File: src/ncs_pkg.sv
// ----------------------------------------------------------------------------
// ncs_pkg
// Shared constants, codes and controller/datapath interface types for the
// nearest centroid search block.
// ----------------------------------------------------------------------------
package ncs_pkg;

    localparam int MAX_ENTRIES = 1024;
    localparam int ADDR_BITS   = $clog2(MAX_ENTRIES);
    localparam int CNT_BITS    = ADDR_BITS + 1;
    localparam int COORD_BITS  = 16;
    localparam int DIFF_BITS   = COORD_BITS + 1;
    localparam int SQ_BITS     = 2 * COORD_BITS;
    localparam int DIST_BITS   = 34;
    localparam int ID_BITS     = 16;
    localparam int SUB_BITS    = 4;
    localparam int MASK_BITS   = 16;
    localparam int SUBDOMAINS  = 16;
    localparam int SUB_LIMIT_I = (SUBDOMAINS < MASK_BITS) ? SUBDOMAINS : MASK_BITS;
    localparam int ACTION_BITS = 2;
    localparam int STATUS_BITS = 3;

    localparam logic [SUB_BITS:0]    SUB_LIMIT = (SUB_BITS + 1)'(SUB_LIMIT_I);
    localparam logic [CNT_BITS-1:0]  CNT_FULL  = CNT_BITS'(MAX_ENTRIES);

    // Input actions
    localparam logic [ACTION_BITS-1:0] ACT_CLEAR = 2'd0;
    localparam logic [ACTION_BITS-1:0] ACT_LOAD  = 2'd1;
    localparam logic [ACTION_BITS-1:0] ACT_QUERY = 2'd2;

    // Result status codes
    localparam logic [STATUS_BITS-1:0] ST_LOADED    = 3'd0;
    localparam logic [STATUS_BITS-1:0] ST_FULL      = 3'd1;
    localparam logic [STATUS_BITS-1:0] ST_FOUND     = 3'd2;
    localparam logic [STATUS_BITS-1:0] ST_NOT_FOUND = 3'd3;
    localparam logic [STATUS_BITS-1:0] ST_CLEARED   = 3'd4;

    typedef enum logic [1:0] {
        OUT_CLEAR = 2'd0,
        OUT_LOAD  = 2'd1,
        OUT_QUERY = 2'd2
    } out_sel_t;

    typedef struct packed {
        logic     do_clear;
        logic     do_load;
        logic     scan_init;
        logic     issue;
        logic     out_write;
        out_sel_t out_sel;
    } cmd_t;

    typedef struct packed {
        logic scan_end;
        logic pipe_empty;
        logic out_free;
    } sts_t;

endpackage

File: src/ncs_ctrl.sv
// ----------------------------------------------------------------------------
// ncs_ctrl
// Item sequencer: takes input transfers, drives loads and clears directly,
// runs the table scan for a query and posts its result when the pipe drains.
// ----------------------------------------------------------------------------
module ncs_ctrl (
    input  logic                            clk,
    input  logic                            rst_n,
    input  logic                            in_valid,
    output logic                            in_ready,
    input  logic [ncs_pkg::ACTION_BITS-1:0] action,
    input  ncs_pkg::sts_t                   sts,
    output ncs_pkg::cmd_t                   cmd
);

    typedef enum logic [2:0] {
        S_IDLE  = 3'b001,
        S_SCAN  = 3'b010,
        S_DRAIN = 3'b100
    } state_t;

    state_t state_reg;
    state_t state_next;
    logic   accept;

    assign in_ready = (state_reg == S_IDLE) && sts.out_free;
    assign accept   = in_valid && in_ready;

    always_comb
    begin
        state_next    = state_reg;
        cmd           = '0;
        cmd.out_sel   = ncs_pkg::OUT_CLEAR;
        unique case (state_reg)
            S_IDLE:
            begin
                if (accept)
                begin
                    unique case (action)
                        ncs_pkg::ACT_CLEAR:
                        begin
                            cmd.do_clear  = 1'b1;
                            cmd.out_write = 1'b1;
                            cmd.out_sel   = ncs_pkg::OUT_CLEAR;
                        end
                        ncs_pkg::ACT_LOAD:
                        begin
                            cmd.do_load   = 1'b1;
                            cmd.out_write = 1'b1;
                            cmd.out_sel   = ncs_pkg::OUT_LOAD;
                        end
                        default:
                        begin
                            // query, and the unused code behaves the same
                            cmd.scan_init = 1'b1;
                            state_next    = S_SCAN;
                        end
                    endcase
                end
            end
            S_SCAN:
            begin
                cmd.issue = 1'b1;
                if (sts.scan_end)
                begin
                    state_next = S_DRAIN;
                end
            end
            S_DRAIN:
            begin
                // wait for the last distance to pass the compare stage and for a free result register
                if (sts.pipe_empty && sts.out_free)
                begin
                    cmd.out_write = 1'b1;
                    cmd.out_sel   = ncs_pkg::OUT_QUERY;
                    state_next    = S_IDLE;
                end
            end
            default:
            begin
                state_next = S_IDLE;
            end
        endcase
    end

    always_ff @(posedge clk or negedge rst_n)
    begin
        if (!rst_n)
        begin
            state_reg <= S_IDLE;
        end
        else
        begin
            state_reg <= state_next;
        end
    end

endmodule

File: config.mk
export PLATFORM = sky130hd
export DESIGN_NAME = ncs_ctrl
export DESIGN_NICKNAME = d
export VERILOG_FILES = /design/src/ncs_pkg.sv /design/src/ncs_ctrl.sv
export SDC_FILE = /design/constraint.sdc
export NUM_CORES = 1
export LEC_CHECK = 0
export ABC_CLOCK_PERIOD_IN_PS = 1200
export BUFFER_PORTS_ARGS = -buffer_cell sky130_fd_sc_hd__buf_2
export CORE_AREA = 2 2 39 41
export CTS_CLUSTER_DIAMETER = 200
export DETAILED_ROUTE_END_ITERATION = 10
export DIE_AREA = 0 0 41 43
export PLACE_DENSITY = 0.5
export REMOVE_ABC_BUFFERS = 1
export SETUP_SLACK_MARGIN = 0.15
export SLEW_MARGIN = 20
export SYNTH_ARGS = -nofsm -noshare
export SYNTH_HDL_FRONTEND = slang
export SYNTH_SLANG_ARGS = --single-unit
File: constraint.sdc
create_clock -name clk -period 1.2 [get_ports clk]
set_input_delay 0.12 -clock clk [delete_from_list [all_inputs] [get_ports clk]]
set_output_delay 0.12 -clock clk [all_outputs]
set_load 0.02 [all_outputs]
==> out/results.ini, run 1 <==
[finish]
largest_reg_flops=3
multi_input_area_um2=173
layout.nets=58
syn2layout_area_growth_pct=113
drive_gt1_share_pct=65.3
nFillCells=146
diodes=0
regArea_um2=77.6
final_cells=65

[die]
die_x_um=41
die_h_um=43
num_rows=14
core_area_mm2=0.00138
die-area_mm2=0.00176
ios=16
initial_utilization_pct=15.6

[routing]
drc=0
num_vias=275
drtPass1Iterations=2
wl_per_cell_um=9.69
drtAntennaViolNets=0
drt_iter0_markers=2
drt-vias-per-instance=4.23
wl_um=630

[sta]
fin_ws_ps=-340
tightest_slew_ps=229
finalSetupViolCount=10
layout_min_cycle_time_ps=1540
hold_viol_final=0
fin_skew_ps=1.20
timing.fmax_mhz=649
period_share_pct=128
tns_ps=-2200
rsz0062_at_grt=yes
drv_slew=0
worst_slew_margin_rel_pct=84.7

[synth]
synth-simple-area-share_pct=42.4
synth.avg_cell_area_um2=8.61
synth_cell_types=16
yosys_warnings=0
async_reset_ff_share_pct=100
synth_enable_flop_cells=0
synth_top_family_by_area=simple AND/OR/NAND/NOR gates
synth_compound_area_share_pct=16.9
netlist_instances=25
syn_area_um2=215
synth_top_area_cell=dfrtp_1
synth-seq-cells=3
synth_area_leaders=dfrtp_1 23%, dfstp_2 12%, nor3b_4 8.7%
synth-xor-area-share_pct=0
synth_common_cells=4 x nor2_1, 3 x inv_1
synth_top_area_share_pct=23.3
yosysMostFrequentCell=nor2_1
yosysSeqAreaShare_pct=35.5
synthFlopType=dfrtp_1
synth_mux_area_share_pct=0
synth_fa_ha_area_share_pct=0

[clock_tree]
cts_sinks=3
clk_pin_slew_ps=40
h-tree-depth=1
numCtsBuffers=3
cts-root-buf=clkbuf_4
insertion_delay_ps=230
cts_buffer_depth=2
cts_tree=built

[grt]
grt_pass1_wl_um=855
grt_overflow=0
grt_start_max_net_pins=7
grt_usage_pct=7.44
grt_pass1_vias=244
antenna_found_initial=0

[status]
status=complete, but fails checks
violations=setup timing

[power_and_ir_drop]
leakage_nw=0.229
ir_drop_mv=0.348
powerDensity_mw_per_mm2=845

[place]
dp_hpwl_um=472
gp_congestion=0.652
post-place-cells=59
portBuffers=15

[critical_path]
cp.required_ps=1080
worstPathMaxFanout=4
critPathCaptureType=output pin
start_kind=flop
critical_path_class=flop to output pin
cp_data_arrival_time_ps=1420

[hold_path]
min_path_type=input port to flop

[job]
maxCapViolations=0

[report_power, final]
group          switching [mW]  leakage, nW  internal, mW
clock                  0.0524       0.0150         0.125
combinational          0.0496        0.178        0.0498
sequential            0.00377       0.0365         0.107
[worst paths after layout]
path	slack [ps]	cells after the start	start	endpoint
max reg2reg	-140	5	state_reg[0]	state_reg[0]
min in group asynchronous	210	2	rst_n	state_reg[2]
max in group asynchronous	790	2	rst_n	state_reg[0]
min	100	2	sts[2]	state_reg[1]
max	-340	4	state_reg[0]	cmd[0]
min reg2reg	660	2	state_reg[1]	state_reg[1]
[layout by cell type (no fill, tap or decap), types with 2 or more instances in the layout]
| cell type | instances |
|---|---|
| buf_2 | 7 |
| buf_4 | 8 |
| buf_6 | 4 |
| clkbuf_4 | 3 |
| inv_1 | 2 |
| nand2_1 | 2 |
| nor2_1 | 3 |
| nor2b_1 | 2 |
| nor3_2 | 2 |
[per-stage QoR]
stage	utilization (%)	setup WS, ps	hold WS, ps	cell area (um^2)	power (mW)
floorplan	-	-151	-176	215	0.150
global placement	24.1	-79.3	-81.9	333	0.182
detailed placement	24.1	-104	-81.9	333	0.183
CTS	30.7	-347	81.3	424	0.391
global route	33.1	-404	107	458	0.415
finish	33.1	-340	105	458	0.387
[logic make-up after synthesis]
family	count (synthesis)
buf+inv	3
simple gates	14
flops	3
compound gates	5
[metal layers]
metal	vias up	track usage (%)	routed length [um]
met3	0	3.14	87
met4	0	6.00	0
li1	137	-	-
met1	122	7.77	255
met5	-	0	0
met2	16	10.9	288
[area by class of cell]
cell class	count	area share [%]
clock buffers	4	5.74
multi-input cells	19	37.7
inverters	3	2.46
repair buffers	20	32.8
flip-flops and latches	3	16.9
well taps	16	4.37
[worst max-delay path: stages (launching register included)]
cell,delay (ps)
dfstp_2,520
nor3b_4,240
nand4b_4,160
nor2_1,120
buf_4,150
[timing repair]
action,CTS,global route
pin swaps,2,1
endpoints found under the setup margin,10,10
hold endpoints to repair,3,0
gates resized for setup,12,9
buffers inserted,1,0
hold buffers,1,0
gates cloned,0,0
Power figures use the tool's default switching activity.
==> run 2, diff against run 1 <==
--- a/config.mk
+++ b/config.mk
@@ -5,13 +5,13 @@
 export SDC_FILE = /design/constraint.sdc
 export NUM_CORES = 1
 export LEC_CHECK = 0
-export ABC_CLOCK_PERIOD_IN_PS = 1200
+export ABC_CLOCK_PERIOD_IN_PS = 1900
 export BUFFER_PORTS_ARGS = -buffer_cell sky130_fd_sc_hd__buf_2
 export CORE_AREA = 2 2 39 41
 export CTS_CLUSTER_DIAMETER = 200
 export DETAILED_ROUTE_END_ITERATION = 10
 export DIE_AREA = 0 0 41 43
-export PLACE_DENSITY = 0.5
+export PLACE_DENSITY = 0.49
 export REMOVE_ABC_BUFFERS = 1
 export SETUP_SLACK_MARGIN = 0.15
 export SLEW_MARGIN = 20
==> constraint.sdc (replaced) <==
create_clock -name clk -period 1.9 [get_ports clk]
set_input_delay 0.19 -clock clk [delete_from_list [all_inputs] [get_ports clk]]
set_output_delay 0.19 -clock clk [all_outputs]
set_load 0.02 [all_outputs]
==> run 2 against run 1 <==
Net effect:
- the run now ends clean
- combinational power decreased by 51%
- routed wire length decreased by 19%
- sequential power decreased by 37%
- non-clock buffer count decreased by 2
- utilization decreased by 6.1 points
- flip-flop and latch count unchanged
- via count decreased by 8.4%
- critical path type unchanged
- highest routed layer unchanged
==> out/results.ini, run 2 (synthesis results as in run 1) <==
[routing]
wl_um=510  ; -19%
drtAntennaViolNets=0  ; unchanged
num_vias=252  ; -8.4%
drtPass1Iterations=4  ; +2
drc=0  ; unchanged
wl_per_cell_um=8.10  ; -16%
drt_iter0_markers=8  ; +6
drt-vias-per-instance=4.00  ; -5.5%

[clock_tree]
cts_tree=built
cts_sinks=3  ; unchanged
numCtsBuffers=3  ; unchanged
insertion_delay_ps=230  ; about the same
cts-root-buf=clkbuf_4
h-tree-depth=1  ; unchanged
clk_pin_slew_ps=40  ; about the same
cts_buffer_depth=2  ; unchanged

[critical_path]
cp_slowest_cell=dfstp_2
reg2reg_from=state_reg[0]
r2r_setup_slack_ps=640  ; +780 ps
critical_path_class=flop to output pin
cp_cell_sequence=nor3b_4, nand4b_4, o31ai_1, buf_2
start_kind=flop
crit_family=flip-flops
startpoint=state_reg[0]
cp_num_buf_inv=1  ; unchanged
critPathCaptureType=output pin
cp_data_arrival_time_ps=1430  ; about the same
worstPathMaxFanout=4  ; unchanged
r2r-end=state_reg[1]
slowest_delay_ps=530  ; about the same
cp.required_ps=1710  ; +630 ps
reg2reg_depth=4  ; -1

[finish]
multi_input_area_um2=136  ; -21%
diodes=0  ; unchanged
design_area_um2=373  ; -19%
layout.nets=56  ; -3.4%
final_common_cell=buf_2
drive_gt1_share_pct=48.9  ; -16 points
regArea_um2=76.3  ; -1.6%
syn2layout_area_growth_pct=73.3
mostFrequentLayoutCells=14 x buf_2, 4 x nor2_1, 3 x inv_1, 3 x clkbuf_4, 3 x buf_4
nFillCells=156  ; +6.8%
largest_reg_flops=3  ; unchanged

[power_and_ir_drop]
p_switching_uw=58.8  ; -44%
leakage_nw=0.198  ; -13%
power_frac_seq_pct=30.6  ; +2.0 points
pwr-share-comb_pct=21.2  ; -4.5 points
powerDensity_mw_per_mm2=611  ; -28%
p_total_uw=228  ; -41%
ir_drop_mv=0.236  ; -32%
clock_power_share_pct=48.2  ; +2.5 points
swShare_pct=25.8  ; -1.5 points
internal_power_uw=169  ; -40%

[die]
core_area_mm2=0.00138  ; unchanged
initial_utilization_pct=15.6  ; unchanged
die_x_um=41  ; unchanged
die-area_mm2=0.00176  ; unchanged
die_h_um=43  ; unchanged
num_rows=14  ; unchanged
ios=16  ; unchanged

[grt]
grt_start_max_net_pins=8  ; +1
grt_pass1_vias=217  ; -11%
grt_pass1_wl_um=793  ; -7.3%
antenna_found_initial=0  ; unchanged
grt_usage_pct=6.85  ; -0.59 points
grt_overflow=0  ; unchanged

[sta]
layout_min_cycle_time_ps=1620
tns_ps=0  ; +2200 ps
hold_viol_final=0  ; unchanged
fin_ws_ps=279  ; +619 ps
whs_ps=153  ; +48.4 ps
timing.fmax_mhz=617
fin_skew_ps=0.572  ; -0.628 ps
period_share_pct=85.3
drv_slew=0  ; unchanged
worst_slew_margin_rel_pct=81.3  ; -3.4 points
tightest_slew_ps=277  ; +48.3 ps
rsz0062_at_grt=no
finalSetupViolCount=0  ; -10

[hold_path]
holdPathEnd=state_reg[1]
hold-path-cell-count=2  ; unchanged
worstHoldStart=sts[2]
min_path_type=input port to flop

[place]
dp_hpwl_um=407  ; -14%
portBuffers=15  ; unchanged
dpl_cell_area_um2=310  ; -6.8%
gp_congestion=0.618  ; -5.2%
dp_slack_ps=443  ; +547 ps

[status]
status=finished clean

[job]
maxCapViolations=0  ; unchanged

[run 2: changes by cell type in the layout (fill, tap and decap cells not counted), sizes merged]
cell	previous run	this run
buf	19	17
[run 2: cell type report]
cell class / count / area share [%]
Timing Repair Buffer: 18 / 27.5
Clock buffer: 4 / 7.05
Sequential cell: 3 / 20.5
Tap cell: 16 / 5.37
Inverter: 3 / 3.02
Multi-Input combinational cell: 19 / 36.6
[run 2: worst max path at each step]
stage             end  slack, ps  depth (start not counted)
6_report       cmd[2]        280                          4
5_1_grt        cmd[2]        200                          4
4_1_cts        cmd[2]        190                          4
3_5_place_dp   cmd[2]        440                          4
3_3_place_gp   cmd[2]        450                          4
2_1_floorplan  cmd[0]        480                          3
[run 2: repair_timing]
item                                   4_1_cts  5_1_grt
buffers inserted                             0        2
gates resized for setup                      0        2
hold buffers                                 1        0
setup endpoints to repair                    0        5
endpoints found under the hold margin        3        0
[run 2: power groups by stage]
stage	Sequential, mW	Clock (mW)	Combinational [mW]
after global placement	0.0719	0	0.0404
after floorplan	0.0711	0	0.0235
final	0.0698	0.110	0.0482
after global routing	0.0701	0.126	0.0538
after CTS	0.0710	0.117	0.0419
after detailed placement	0.0718	0	0.0403
[run 2: metrics by stage]
stage,cells,utilization (%)
after floorplan,25,-
after global placement,56,22.4
after detailed placement,56,22.4
after CTS,61,25.0
after global routing,63,26.9
final,63,26.9
[run 2: layer usage]
| metal | up-vias | global-route usage (%) | wire length [um] |
|---|---|---|---|
| met3 | 0 | 3.14 | 67 |
| met1 | 106 | 7.82 | 216 |
| met5 | - | 0 | 0 |
| li1 | 134 | - | - |
| met2 | 12 | 9.06 | 225 |
| met4 | 0 | 6.00 | 0 |
[run 2: worst register-to-register path, stage by stage (launching register included)]
cell     delay, ps
dfstp_2        530
nor3b_4        250
nand4_1        140
buf_4          160
o41ai_1         50
